--- config.mk ---
export PLATFORM = sky130hd
export DESIGN_NAME = crc_checked_response_deframer
export DESIGN_NICKNAME = d
export VERILOG_FILES = /design/src/hw/rtl/crcdf_pkg.sv /design/src/hw/rtl/crc_checked_response_deframer.sv
export SDC_FILE = /design/constraint.sdc
export NUM_CORES = 1
export LEC_CHECK = 0
export BUFFER_PORTS_ARGS = -buffer_cell sky130_fd_sc_hd__buf_2
export CORE_ASPECT_RATIO = 1.5
export CORE_MARGIN = 3
export CORE_UTILIZATION = 50
export CTS_CLUSTER_SIZE = 10
export DETAILED_ROUTE_END_ITERATION = 10
export PLACE_DENSITY = 0.71
export SLEW_MARGIN = 20
export SYNTH_ARGS = -nofsm -noshare
export SYNTH_HDL_FRONTEND = slang
export SYNTH_SLANG_ARGS = --single-unit
--- constraint.sdc ---
create_clock -name clk -period 4.95 [get_ports clk]
set_clock_uncertainty 0.2 [all_clocks]
set_input_delay 0.99 -clock clk [delete_from_list [all_inputs] [get_ports clk]]
set_output_delay 0.99 -clock clk [all_outputs]
set_load 0.02 [all_outputs]
--- src/hw/rtl/crcdf_pkg.sv ---
// Package: types, constants and the CRC-16 byte update for the response deframer.
`default_nettype none

package crcdf_pkg;

	localparam logic [15:0] CrcPoly  = 16'h8005;
	localparam logic [7:0]  MinFrame = 8'd4;

	typedef enum logic {
		KIND_PAYLOAD = 1'b0,
		KIND_VERDICT = 1'b1
	} kind_t;

	typedef enum logic [1:0] {
		VERDICT_OK         = 2'd0,
		VERDICT_COUNT_BAD  = 2'd1,
		VERDICT_CRC_BAD    = 2'd2,
		VERDICT_STATUS_BAD = 2'd3
	} verdict_t;

	typedef enum logic [7:0] {
		REG_FRAME_LENGTH = 8'd0,
		REG_STATUS_MODE  = 8'd1
	} reg_index_t;

	// one byte into the CRC, data bits least significant first
	function automatic logic [15:0] crc_feed(input logic [15:0] crc, input logic [7:0] b);
		logic [15:0] c;
		c = crc;
		for (int i = 0; i < 8; i++) begin
			if (b[i] != c[15]) begin
				c = {c[14:0], 1'b0} ^ CrcPoly;
			end else begin
				c = {c[14:0], 1'b0};
			end
		end
		return c;
	endfunction

endpackage

`default_nettype wire

--- src/hw/rtl/crc_checked_response_deframer.sv ---
// Top level: length-prefixed response frame checker with CRC-16 (0x8005).
`default_nettype none

// Takes one response byte per cycle while the output is not stalled. An
// accepted byte lands in an input register; once the output can advance, the
// frame position, CRC-16 update and verdict logic act on it and load the
// result register. The count byte and the CRC low byte give no result. Each
// payload byte comes out with its index; the CRC high byte gives the verdict
// (count mismatch, then CRC mismatch, then in status mode a non-zero first
// payload byte). Drop the frame's payload when the verdict is not ok. Write
// configuration only while no byte is in flight.
module crc_checked_response_deframer #(
	parameter int MAX_FRAME = 255
) (
	input  wire logic       clk,
	input  wire logic       arst_n,

	input  wire logic       cfg_valid,
	output logic            cfg_ready,
	input  wire logic [7:0] cfg_index,
	input  wire logic [7:0] cfg_data,

	input  wire logic       in_valid,
	output logic            in_stall,
	input  wire logic [7:0] rx_byte,

	output logic            out_valid,
	input  wire logic       out_stall,
	output logic            kind,
	output logic [7:0]      payload_byte,
	output logic [7:0]      payload_index,
	output logic [1:0]      verdict,
	output logic [7:0]      status_value,
	output logic            last
);

	localparam logic [7:0] MaxLen = 8'(MAX_FRAME);

	logic [7:0]  frame_length_q;
	logic        status_mode_q;

	logic        in_valid_s1;
	logic [7:0]  rx_byte_s1;

	logic [15:0] crc_q;
	logic [7:0]  pos_q;
	logic        count_bad_q;
	logic [7:0]  crc_low_q;
	logic [7:0]  first_payload_q;

	logic        out_valid_q;
	logic        kind_q;
	logic [7:0]  payload_byte_q;
	logic [7:0]  payload_index_q;
	logic [1:0]  verdict_q;
	logic [7:0]  status_value_q;
	logic        last_q;

	logic        advance;
	logic        take;
	logic [7:0]  eff_len;
	logic        is_count;
	logic        is_close;
	logic        is_crc_low;
	logic        is_payload;
	logic [15:0] crc_next;
	logic [15:0] crc_recv;
	crcdf_pkg::verdict_t verdict_next;

	assign cfg_ready = 1'b1;

	assign advance  = !out_valid_q || !out_stall;
	assign in_stall = in_valid_s1 && !advance;
	assign take     = in_valid_s1 && advance;

	always_comb begin
		if (frame_length_q < crcdf_pkg::MinFrame) begin
			eff_len = crcdf_pkg::MinFrame;
		end else if (frame_length_q > MaxLen) begin
			eff_len = MaxLen;
		end else begin
			eff_len = frame_length_q;
		end
	end

	assign is_count   = (pos_q == 8'd0);
	assign is_close   = !is_count && (pos_q >= eff_len - 8'd1);
	assign is_crc_low = !is_count && !is_close && (pos_q == eff_len - 8'd2);
	assign is_payload = !is_count && !is_close && !is_crc_low;

	assign crc_next = crcdf_pkg::crc_feed(crc_q, rx_byte_s1);
	assign crc_recv = {rx_byte_s1, crc_low_q};

	always_comb begin
		priority if (count_bad_q) begin
			verdict_next = crcdf_pkg::VERDICT_COUNT_BAD;
		end else if (crc_recv != crc_q) begin
			verdict_next = crcdf_pkg::VERDICT_CRC_BAD;
		end else if (status_mode_q && (first_payload_q != 8'd0)) begin
			verdict_next = crcdf_pkg::VERDICT_STATUS_BAD;
		end else begin
			verdict_next = crcdf_pkg::VERDICT_OK;
		end
	end

	always_ff @(posedge clk or negedge arst_n) begin
		if (!arst_n) begin
			frame_length_q <= 8'd4;
			status_mode_q  <= 1'b0;
		end else if (cfg_valid && cfg_ready) begin
			if (cfg_index == crcdf_pkg::REG_FRAME_LENGTH) begin
				frame_length_q <= cfg_data;
			end else if (cfg_index == crcdf_pkg::REG_STATUS_MODE) begin
				status_mode_q <= cfg_data[0];
			end
		end
	end

	always_ff @(posedge clk or negedge arst_n) begin
		if (!arst_n) begin
			in_valid_s1 <= 1'b0;
		end else if (!in_stall) begin
			in_valid_s1 <= in_valid;
		end
	end

	always_ff @(posedge clk) begin
		if (in_valid && !in_stall) begin
			rx_byte_s1 <= rx_byte;
		end
	end

	always_ff @(posedge clk or negedge arst_n) begin
		if (!arst_n) begin
			crc_q           <= '0;
			pos_q           <= '0;
			count_bad_q     <= 1'b0;
			crc_low_q       <= '0;
			first_payload_q <= '0;
		end else if (take) begin
			if (is_count) begin
				count_bad_q <= (rx_byte_s1 != eff_len);
				crc_q       <= crc_next;
				pos_q       <= 8'd1;
			end else if (is_close) begin
				crc_q           <= '0;
				pos_q           <= '0;
				count_bad_q     <= 1'b0;
				crc_low_q       <= '0;
				first_payload_q <= '0;
			end else if (is_crc_low) begin
				crc_low_q <= rx_byte_s1;
				pos_q     <= pos_q + 8'd1;
			end else begin
				if (pos_q == 8'd1) begin
					first_payload_q <= rx_byte_s1;
				end
				crc_q <= crc_next;
				pos_q <= pos_q + 8'd1;
			end
		end
	end

	always_ff @(posedge clk or negedge arst_n) begin
		if (!arst_n) begin
			out_valid_q <= 1'b0;
		end else if (advance) begin
			out_valid_q <= take && (is_close || is_payload);
		end
	end

	always_ff @(posedge clk) begin
		if (take) begin
			if (is_close) begin
				kind_q          <= crcdf_pkg::KIND_VERDICT;
				payload_byte_q  <= '0;
				payload_index_q <= '0;
				verdict_q       <= verdict_next;
				status_value_q  <= first_payload_q;
				last_q          <= 1'b1;
			end else begin
				kind_q          <= crcdf_pkg::KIND_PAYLOAD;
				payload_byte_q  <= rx_byte_s1;
				payload_index_q <= pos_q - 8'd1;
				verdict_q       <= crcdf_pkg::VERDICT_OK;
				status_value_q  <= '0;
				last_q          <= 1'b0;
			end
		end
	end

	assign out_valid     = out_valid_q;
	assign kind          = kind_q;
	assign payload_byte  = payload_byte_q;
	assign payload_index = payload_index_q;
	assign verdict       = verdict_q;
	assign status_value  = status_value_q;
	assign last          = last_q;

`ifndef SYNTH
	a_stall_only_when_held: assert property (@(posedge clk) disable iff (!arst_n)
		in_stall |-> in_valid_s1)
		else $error("input stalled with empty input register");

	a_pos_in_frame: assert property (@(posedge clk) disable iff (!arst_n)
		pos_q < MaxLen)
		else $error("frame position beyond maximum frame");

	a_close_clears: assert property (@(posedge clk) disable iff (!arst_n)
		take && is_close |=> pos_q == 8'd0 && crc_q == 16'd0 && !count_bad_q)
		else $error("frame state not cleared after verdict");

	a_last_is_verdict: assert property (@(posedge clk) disable iff (!arst_n)
		out_valid_q |-> (last_q == kind_q))
		else $error("last and kind disagree");

	a_payload_clean: assert property (@(posedge clk) disable iff (!arst_n)
		out_valid_q && (kind_q == crcdf_pkg::KIND_PAYLOAD)
			|-> verdict_q == crcdf_pkg::VERDICT_OK && status_value_q == 8'd0)
		else $error("payload result carries verdict fields");
`endif

endmodule

`default_nettype wire
Word level (Yosys, flattened, before mapping)
Index checks and enable logic that the tools add are counted.
{"block": "op_classes", "n_addsub": 4, "n_lt_le_gt_ge": 3, "n_eq_ne": 15, "mux": 26, "bitwise_logic": 11, "reduce_logical": 31}
{"op": "two-way mux 16 bit", "n": 11}
{"op": "two-way mux 8 bit", "n": 9}
{"op": "inverter 3 bit", "n": 8}
{"op": "equality test 8 x 1 -> 1 bit (second input constant)", "n": 2}
{"op": "zero test 8 bit", "n": 2}
{"op": "inequality test 16 bit", "n": 1}
{"op": "subtractor 8 x 1 -> 8 bit (second input constant)", "n": 2}
{"op": "logical AND 1 bit", "n": 9}
{"op": "adder 8 x 1 -> 8 bit (second input constant)", "n": 1}
{"op": "equality test 8 bit", "n": 1}
{"op": ">= comparator 8 bit", "n": 1}
{"op": "> comparator 8 bit (second input constant)", "n": 1}
{"op": "< comparator 8 x 3 -> 1 bit (second input constant)", "n": 1}
{"op": "inequality test 1 bit", "n": 8}
{"op": "inequality test 8 bit", "n": 1}
{"op": "nonzero test 8 bit", "n": 1}
{"op": "subtractor 8 x 2 -> 8 bit (second input constant)", "n": 1}
{"op": "zero test 1 bit", "n": 7}
{"op": "AND reduction 2 bit", "n": 3}
{"op": "AND reduction 3 bit", "n": 2}
{"op": "nonzero test 2 bit", "n": 3}
{"op": "two-way mux 1 bit", "n": 4}
{"op": "two-way mux 2 bit", "n": 2}
{"op": "AND reduction 4 bit", "n": 1}
{"op": "5 further kinds", "n": 8}
{"block": "totals", "register_bits": 87, "in_bits": 29, "output_inout_bits": 31, "wordCells": 106}

Logic depth before layout (Yosys ltp)
Gate-level depths: netlist of the first run.
{"block": "depth", "word_depth": 19, "depth_mapped": 18, "mapped_depth_nobuf": 16}

Worst setup path before layout of the first run
OpenSTA, ideal clock, no wires.
{"block": "synth_timing", "kind": "register to register", "start": "register frame_length_q[7]", "end": "register crc_q[3]", "setup_time_ps": 135, "arrival_time_ps": 3696, "required_ps": 4615, "slack_ps": 920, "path_stages_with_launch": 15, "path_buffers": 2, "synth_period_minus_slack_ps": 4030, "cell_sequence": "dfrtp_1 -> buf_4 -> or4_1 -> o31ai_1 -> ha_1 -> nand2_1 -> nor3_1 -> xnor2_1 -> ha_1 -> a2111oi_0 -> o21a_1 -> o21ai_0 -> o31ai_2 -> buf_2 -> o31ai_1"}
{"block": "synth_via", "elab_chain_len": 11, "elab_cells_between_ends": 16, "cone_classes": "add/sub (2); order compare (3); eq/ne (2); mux (4); reduce/logical (5)"}
{"element": "start, declared", "line": "crc_checked_response_deframer.sv:39", "rtl": "logic [7:0] frame_length_q;"}
{"element": "start signal, assigned", "line": "crc_checked_response_deframer.sv:112", "rtl": "frame_length_q <= cfg_data;"}
{"element": "> comparator 8 bit", "line": "crc_checked_response_deframer.sv:79", "rtl": "end else if (frame_length_q > MaxLen) begin"}
{"element": "two-way mux 8 bit", "line": "crc_checked_response_deframer.sv:79"}
{"element": "two-way mux 8 bit (*)", "line": "crc_checked_response_deframer.sv:77", "rtl": "if (frame_length_q < crcdf_pkg::MinFrame) begin"}
{"element": "subtractor 8 x 1 -> 8 bit", "line": "crc_checked_response_deframer.sv:87", "rtl": "assign is_close = !is_count && (pos_q >= eff_len - 8'd1);"}
{"element": ">= comparator 8 bit", "line": "crc_checked_response_deframer.sv:87"}
{"element": "logical AND 1 bit", "line": "crc_checked_response_deframer.sv:87"}
{"element": "zero test 1 bit", "line": "crc_checked_response_deframer.sv:88", "rtl": "assign is_crc_low = !is_count && !is_close && (pos_q == eff_len - 8'd2);"}
{"element": "logical AND 1 bit (2 in series)", "line": "crc_checked_response_deframer.sv:88"}
{"element": "inequality test 3 bit (no source line)"}
{"element": "AND reduction 2 bit (no source line)"}
{"element": "end signal, assigned", "line": "crc_checked_response_deframer.sv:143", "rtl": "crc_q <= crc_next;"}
{"element": "end signal, assigned", "line": "crc_checked_response_deframer.sv:158", "rtl": "crc_q <= crc_next;"}
{"element": "end, declared", "line": "crc_checked_response_deframer.sv:45", "rtl": "logic [15:0] crc_q;"}
Every way passes the cells marked *; elsewhere a longest branch is shown, timed or not.
A chain may end at the register's enable or synchronous reset.

Worst setup path after layout of the first run
{"block": "layout_timing", "start": "register frame_length_q[7]", "end": "register crc_q[15]"}
Same word-level chain as after synthesis.

==> results of run 1 <==
[kinds of logic after synthesis]
family	Yosys count	synth area share
simple gates	130	0.142
flops	87	0.516
xor+xnor	72	0.142
compound gates	56	0.0892
buf+inv	29	0.0296
mux	16	0.0395
fa+ha+maj	15	0.0412
other cells	1	0.000823
[metal layers]
metal	wire length [um]	share of wire
met1	3860	0.41
met2	5040	0.53
met3	413	0.043
met4	195	0.021
met5	0	0
[cell usage after synthesis, types with 8 or more instances]
master     n
o31ai_1   12
xnor2_1   58
ha_1      15
nor2_1    26
nand2_1   40
mux2_2    16
a22o_1     9
xor2_1    13
edfxtp_1  35
and3_1     9
o21ai_0   13
and2_1     9
nand3_1    9
clkbuf_1  11
nand4_1    8
nor3_1    10
dfrtp_1   51
inv_1      8
[sequential cells by signal (all words and copies together), names as in the netlist, 2 cells and up]
signal           cells
verdict              2
payload_byte         8
first_payload_q      8
pos_q                8
rx_byte_s1           8
payload_index        8
status_value         8
crc_low_q            8
crc_q               16
frame_length_q       8
[worst max-delay path by stage]
stage | from | endpoint | slack [ps] | depth (start not counted)
floorplan | frame_length_q[7] | crc_q[3] | 920 | 14
global placement | frame_length_q[7] | crc_q[15] | 560 | 14
detailed placement | frame_length_q[7] | crc_q[15] | 410 | 14
CTS | frame_length_q[7] | crc_q[15] | 360 | 14
global route | frame_length_q[7] | crc_q[15] | 20 | 14
finish | frame_length_q[7] | crc_q[15] | 360 | 14
[worst min-delay path, cell delays in order (launching register included)]
cell and delay [ps]:
dfrtp_1 370, nand2_1 60, o31ai_1 60
[power breakdown]
part | switching [mW] | internal [mW] | leakage, nW
clock | 0.286 | 0.427 | 0.156
sequential | 0.199 | 1.00 | 1.01
combinational | 0.650 | 0.538 | 1.13
[final cells by class]
type | count | area, sq um
fill | 719 | 3600
sequential | 87 | 2350
multi-input combinational | 290 | 2070
timing repair buffer | 66 | 363
clock buffer | 10 | 250
tap | 110 | 138
clock inverter | 6 | 70.1
inverter | 9 | 33.8
[cell usage in the layout (no fill, tap or decap), drive strengths merged, types with 2 or more instances in the layout]
cell type and count:
nor2 26, xor2 13, a211oi 3, nor4 4
inv 12, a21o 3, xnor2 58, or2 2
o31ai 13, and2 9, nand3b 2, nand3 9
a21oi 5, nand4 8, o21ai 13, nor4b 2
clkbuf 10, nor3b 2, dfrtp 51, ha 15
nand2b 2, nand2 40, or3 2, mux2 16
buf 66, o21a 2, a22o 9, edfxtp 35
or4 3, nor3 10, and3 9, a2111oi 2
[metrics by stage]
step	setup WS, ps	power (mW)	cell area, sq um	utilization
detailed placement	408	2.41	4960	0.558
CTS	358	3.12	5280	0.594
global route	17.6	3.30	5280	0.594
global placement	558	2.36	4960	0.558
finish	364	3.11	5280	0.594
floorplan	920	2.09	4560	-
==> metrics.txt, run 1 <==
status complete, no violations; Row Count 42; hold depth 2; Final Slew Violations 0; FF-to-FF setup slack 360 ps; 1st-iter DRT viols 186; cell taking the most area after synthesis dfrtp_1; Non-Filler Instances 578; Vias 3111; Final Hold Vio Count 0; endpoints failing setup 0; vias per inst 5.38; R2R depth 14; RSZ-0062 raised after global routing false; Yosys reg bits 87; number of diodes 0; Synthesized Nets 450; largest buffer count on any clock path 2; worst skew pair latency 340 ps; YS warnings 0; gate count of the mapped netlist 406; met3 Use GR 0.0367; max cap viols 0; RR Endpoint crc_q[15]; Nets 507; delay-heaviest family, CP compound AO/OA/AOI/OAI gates; GPL Wtd Cong 0.894; initial core utilization 0.513; DP HPWL 7100 um; hold path endpoint crc_q[4]; I/O Pins 60; PostCTS Resize Cnt 0; worst slew pin tran 665 ps; pin count of the biggest net entering global routing 53; fmax 218 MHz; Final Critical Period 4590 ps; CP Capture Type register; crit path buf inv count 1; register area share after synthesis 0.516; clk slew on worst S/H paths 70 ps; Setup crit start kind register; met2 Track Usage GR 0.343; antenna violations before repair 0; drc violations 0; clk root buf clkbuf_16; die area 10300 sq um; CP Class register to register; top cell type's share of synthesized area 0.280; CP most frequent cell ha_1; slowest library cell on the worst path or4_1; worst r2r src frame_length_q[7]; Wirelength per Cell 16.5 um; EDFF count, synth 35; global-route wire length before repair 15800 um; maximum fanout along the worst path 32; Critical Path AT 4620 ps; Lkg Pwr 2.30 nW; Tcrit/Tclk final 0.926; final hold slack 320 ps; share of layout cells above drive strength 1 0.222; total grt overflow 0; IO buf count 58; top post-synthesis cells by area dfrtp_1, edfxtp_1, xnor2_1; pwr dens 588 nW/um^2; Critical Path Max Stage Delay 600 ps; Inst Count DP 562; Global Route met1 Usage 0.238; hold wc startpoint crc_q[4]; width of the die 84.0 um; vias in the first global route 3151; CTS tree built; setup total negative slack 0 ps; Worst Path Required 4980 ps; Mapped Area 4560 sq um; synth unique cells 49; overall routed net length 9510 um; antenna viol nets, final 0; Die H 123 um; Syn Area/Cell 11.2 sq um; HP Class register to register; most used routing layer met2; CTS Hold Buffers Added 0; CP cell instances or4_1 -> o31ai_1 -> ha_1 -> nand2_1 -> nor3_1 -> xnor2_1 -> ha_1 -> a2111oi_0 -> o21a_1 -> o21ai_0 -> o31ai_2 -> buf_12 -> nor2_1 -> a22o_1; ys flop type dfrtp_1; Total GRT Usage 0.197; H-tree depth 3; Area Growth Syn to Fin 15.8%; ys async rst share 0.598; peak supply drop 0.389 mV; Clock Sinks 87; CTS Buf Count 9; Core Region 8880 sq um; Slew headroom 0.557; Setup Buffers After CTS 0; Pre-antenna DRT Iters 5
No activity file was read; power rests on OpenSTA's default activity.
==> run 2, diff against run 1 <==
- CTS_BUF_LIST: unset -> sky130_fd_sc_hd__clkbuf_8
- RECOVER_POWER: unset -> 25
- SKIP_LAST_GASP: unset -> 1
==> metrics.txt, run 2 (synthesized netlist as in run 1, its figures left out) <==
status finished with violations; violated checks max-capacitance violations, max-slew violations; CP Capture Type register; Area Growth Syn to Fin 13.6%; maximum fanout along the worst path 32; worst skew pair latency 370 ps; clk root buf clkbuf_8; max FFs per register 16; initial core utilization 0.513; CTS Buf Count 9; Clock Sinks 87; drc violations 0; worst slew pin tran 2810 ps; 1st-iter DRT viols 246; endpoints failing setup 0; pre-CTS WS 408 ps; Pre-antenna DRT Iters 5; Non-Filler Instances 578; worst setup margin 313 ps; IO buf count 58; Setup Buffers After CTS 0; peak supply drop 0.351 mV; Tcrit/Tclk final 0.937; Setup crit start kind register; number of diodes 0; Final Slew Violations 53; CTS tree built; total grt overflow 0; Final Critical Period 4640 ps; Nets 507; RSZ-0062 raised after global routing false; slowest library cell on the worst path or4_1; width of the die 84.0 um; largest buffer count on any clock path 2; Worst Path Required 5000 ps; die area 10300 sq um; Lkg Pwr 2.24 nW; largest register by flop count crc_q; HP Class register to register; antenna viol nets, final 0; Die H 123 um; most common cell after layout, fill and taps aside xnor2_1; delay-heaviest family, CP compound AO/OA/AOI/OAI gates; Critical Path AT 4690 ps; I/O Pins 60; overall routed net length 9500 um; commonest cells after routing, fill and taps aside xnor2_1, buf_2, dfrtp_1, nand2_1, edfxtp_1; global-route wire length before repair 15700 um; Wirelength per Cell 16.4 um; vias per inst 5.40; setup total negative slack 0 ps; PostCTS Resize Cnt 0; Inst Count DP 562; clk slew on worst S/H paths 100 ps; antenna violations before repair 0; CP most frequent cell ha_1; CP Class register to register; share of layout cells above drive strength 1 0.218; pin count of the biggest net entering global routing 53; Row Count 42; max cap viols 1; crit path buf inv count 1; vias in the first global route 3123; Final Hold Vio Count 0; Critical Path Max Stage Delay 600 ps; CP cell instances or4_1 -> o31ai_1 -> ha_1 -> nand2_1 -> nor3_1 -> xnor2_1 -> ha_1 -> a2111oi_0 -> o21a_1 -> o21ai_0 -> o31ai_2 -> buf_12 -> nor2_1 -> a22o_1; GPL Wtd Cong 0.894; Slew headroom -0.873; Total GRT Usage 0.195; fmax 216 MHz; DP HPWL 7100 um; pwr dens 569 nW/um^2; Core Region 8880 sq um; Vias 3124; CTS Hold Buffers Added 0; H-tree depth 3
[run 2: changes by cell type in the layout (fill, tap and decap cells not counted), sizes merged]
cell and delta:
buf -2, bufinv +1, clkbuf +1
[run 2: where the power goes]
| group | leakage [nW] | switching, mW | internal [mW] |
|---|---|---|---|
| clock | 0.111 | 0.269 | 0.290 |
| sequential | 1.01 | 0.199 | 1.00 |
| combinational | 1.13 | 0.647 | 0.538 |
| total | 2.24 | 1.12 | 1.83 |
[run 2: final cells by class]
class                      count  area (sq um)
clock buffer                   9           124
clock inverter                 7           100
fill                         731          3700
inverter                       9          33.8
multi-input combinational    290          2070
sequential                    87          2350
tap                          110           138
timing repair buffer          66           358
[run 2: per-stage QoR]
| step | power (mW) | utilization | instance area (sq um) | hold WS (ps) |
|---|---|---|---|---|
| global placement | 2.36 | 0.558 | 4960 | 303 |
| CTS | 2.96 | 0.583 | 5180 | 327 |
| finish | 2.95 | 0.583 | 5180 | 327 |
| global route | 3.13 | 0.583 | 5180 | 351 |
| floorplan | 2.09 | - | 4560 | 280 |
| detailed placement | 2.41 | 0.558 | 4960 | 307 |
[run 2: worst paths after layout]
check	endpoint	slack, ps	startpoint	cells after the start
max in group asynchronous	first_payload_q[6]	1560	arst_n	2
min in group asynchronous	frame_length_q[3]	1410	arst_n	2
worst max-delay path	crc_q[15]	310	frame_length_q[7]	14
worst min-delay path	crc_q[4]	330	crc_q[4]	2
worst max register to register	crc_q[15]	310	frame_length_q[7]	14
worst min register to register	crc_q[4]	330	crc_q[4]	2
[run 2: worst register-to-register path, stage by stage, from the launching register on]
cell and delay (ps):
dfrtp_1 490, or4_1 610, o31ai_1 510, ha_1 390
nand2_1 160, nor3_1 200, xnor2_1 150, ha_1 260
a2111oi_0 460, o21a_1 200, o21ai_0 100, o31ai_2 300
buf_12 220, nor2_1 70, a22o_1 210
[run 2: per-layer routing]
layer,part of all wire,track usage,wire length [um]
met1,0.41,0.236,3940
met2,0.53,0.343,5000
met3,0.038,0.0327,359
met4,0.021,0.0875,204
met5,0,0,0
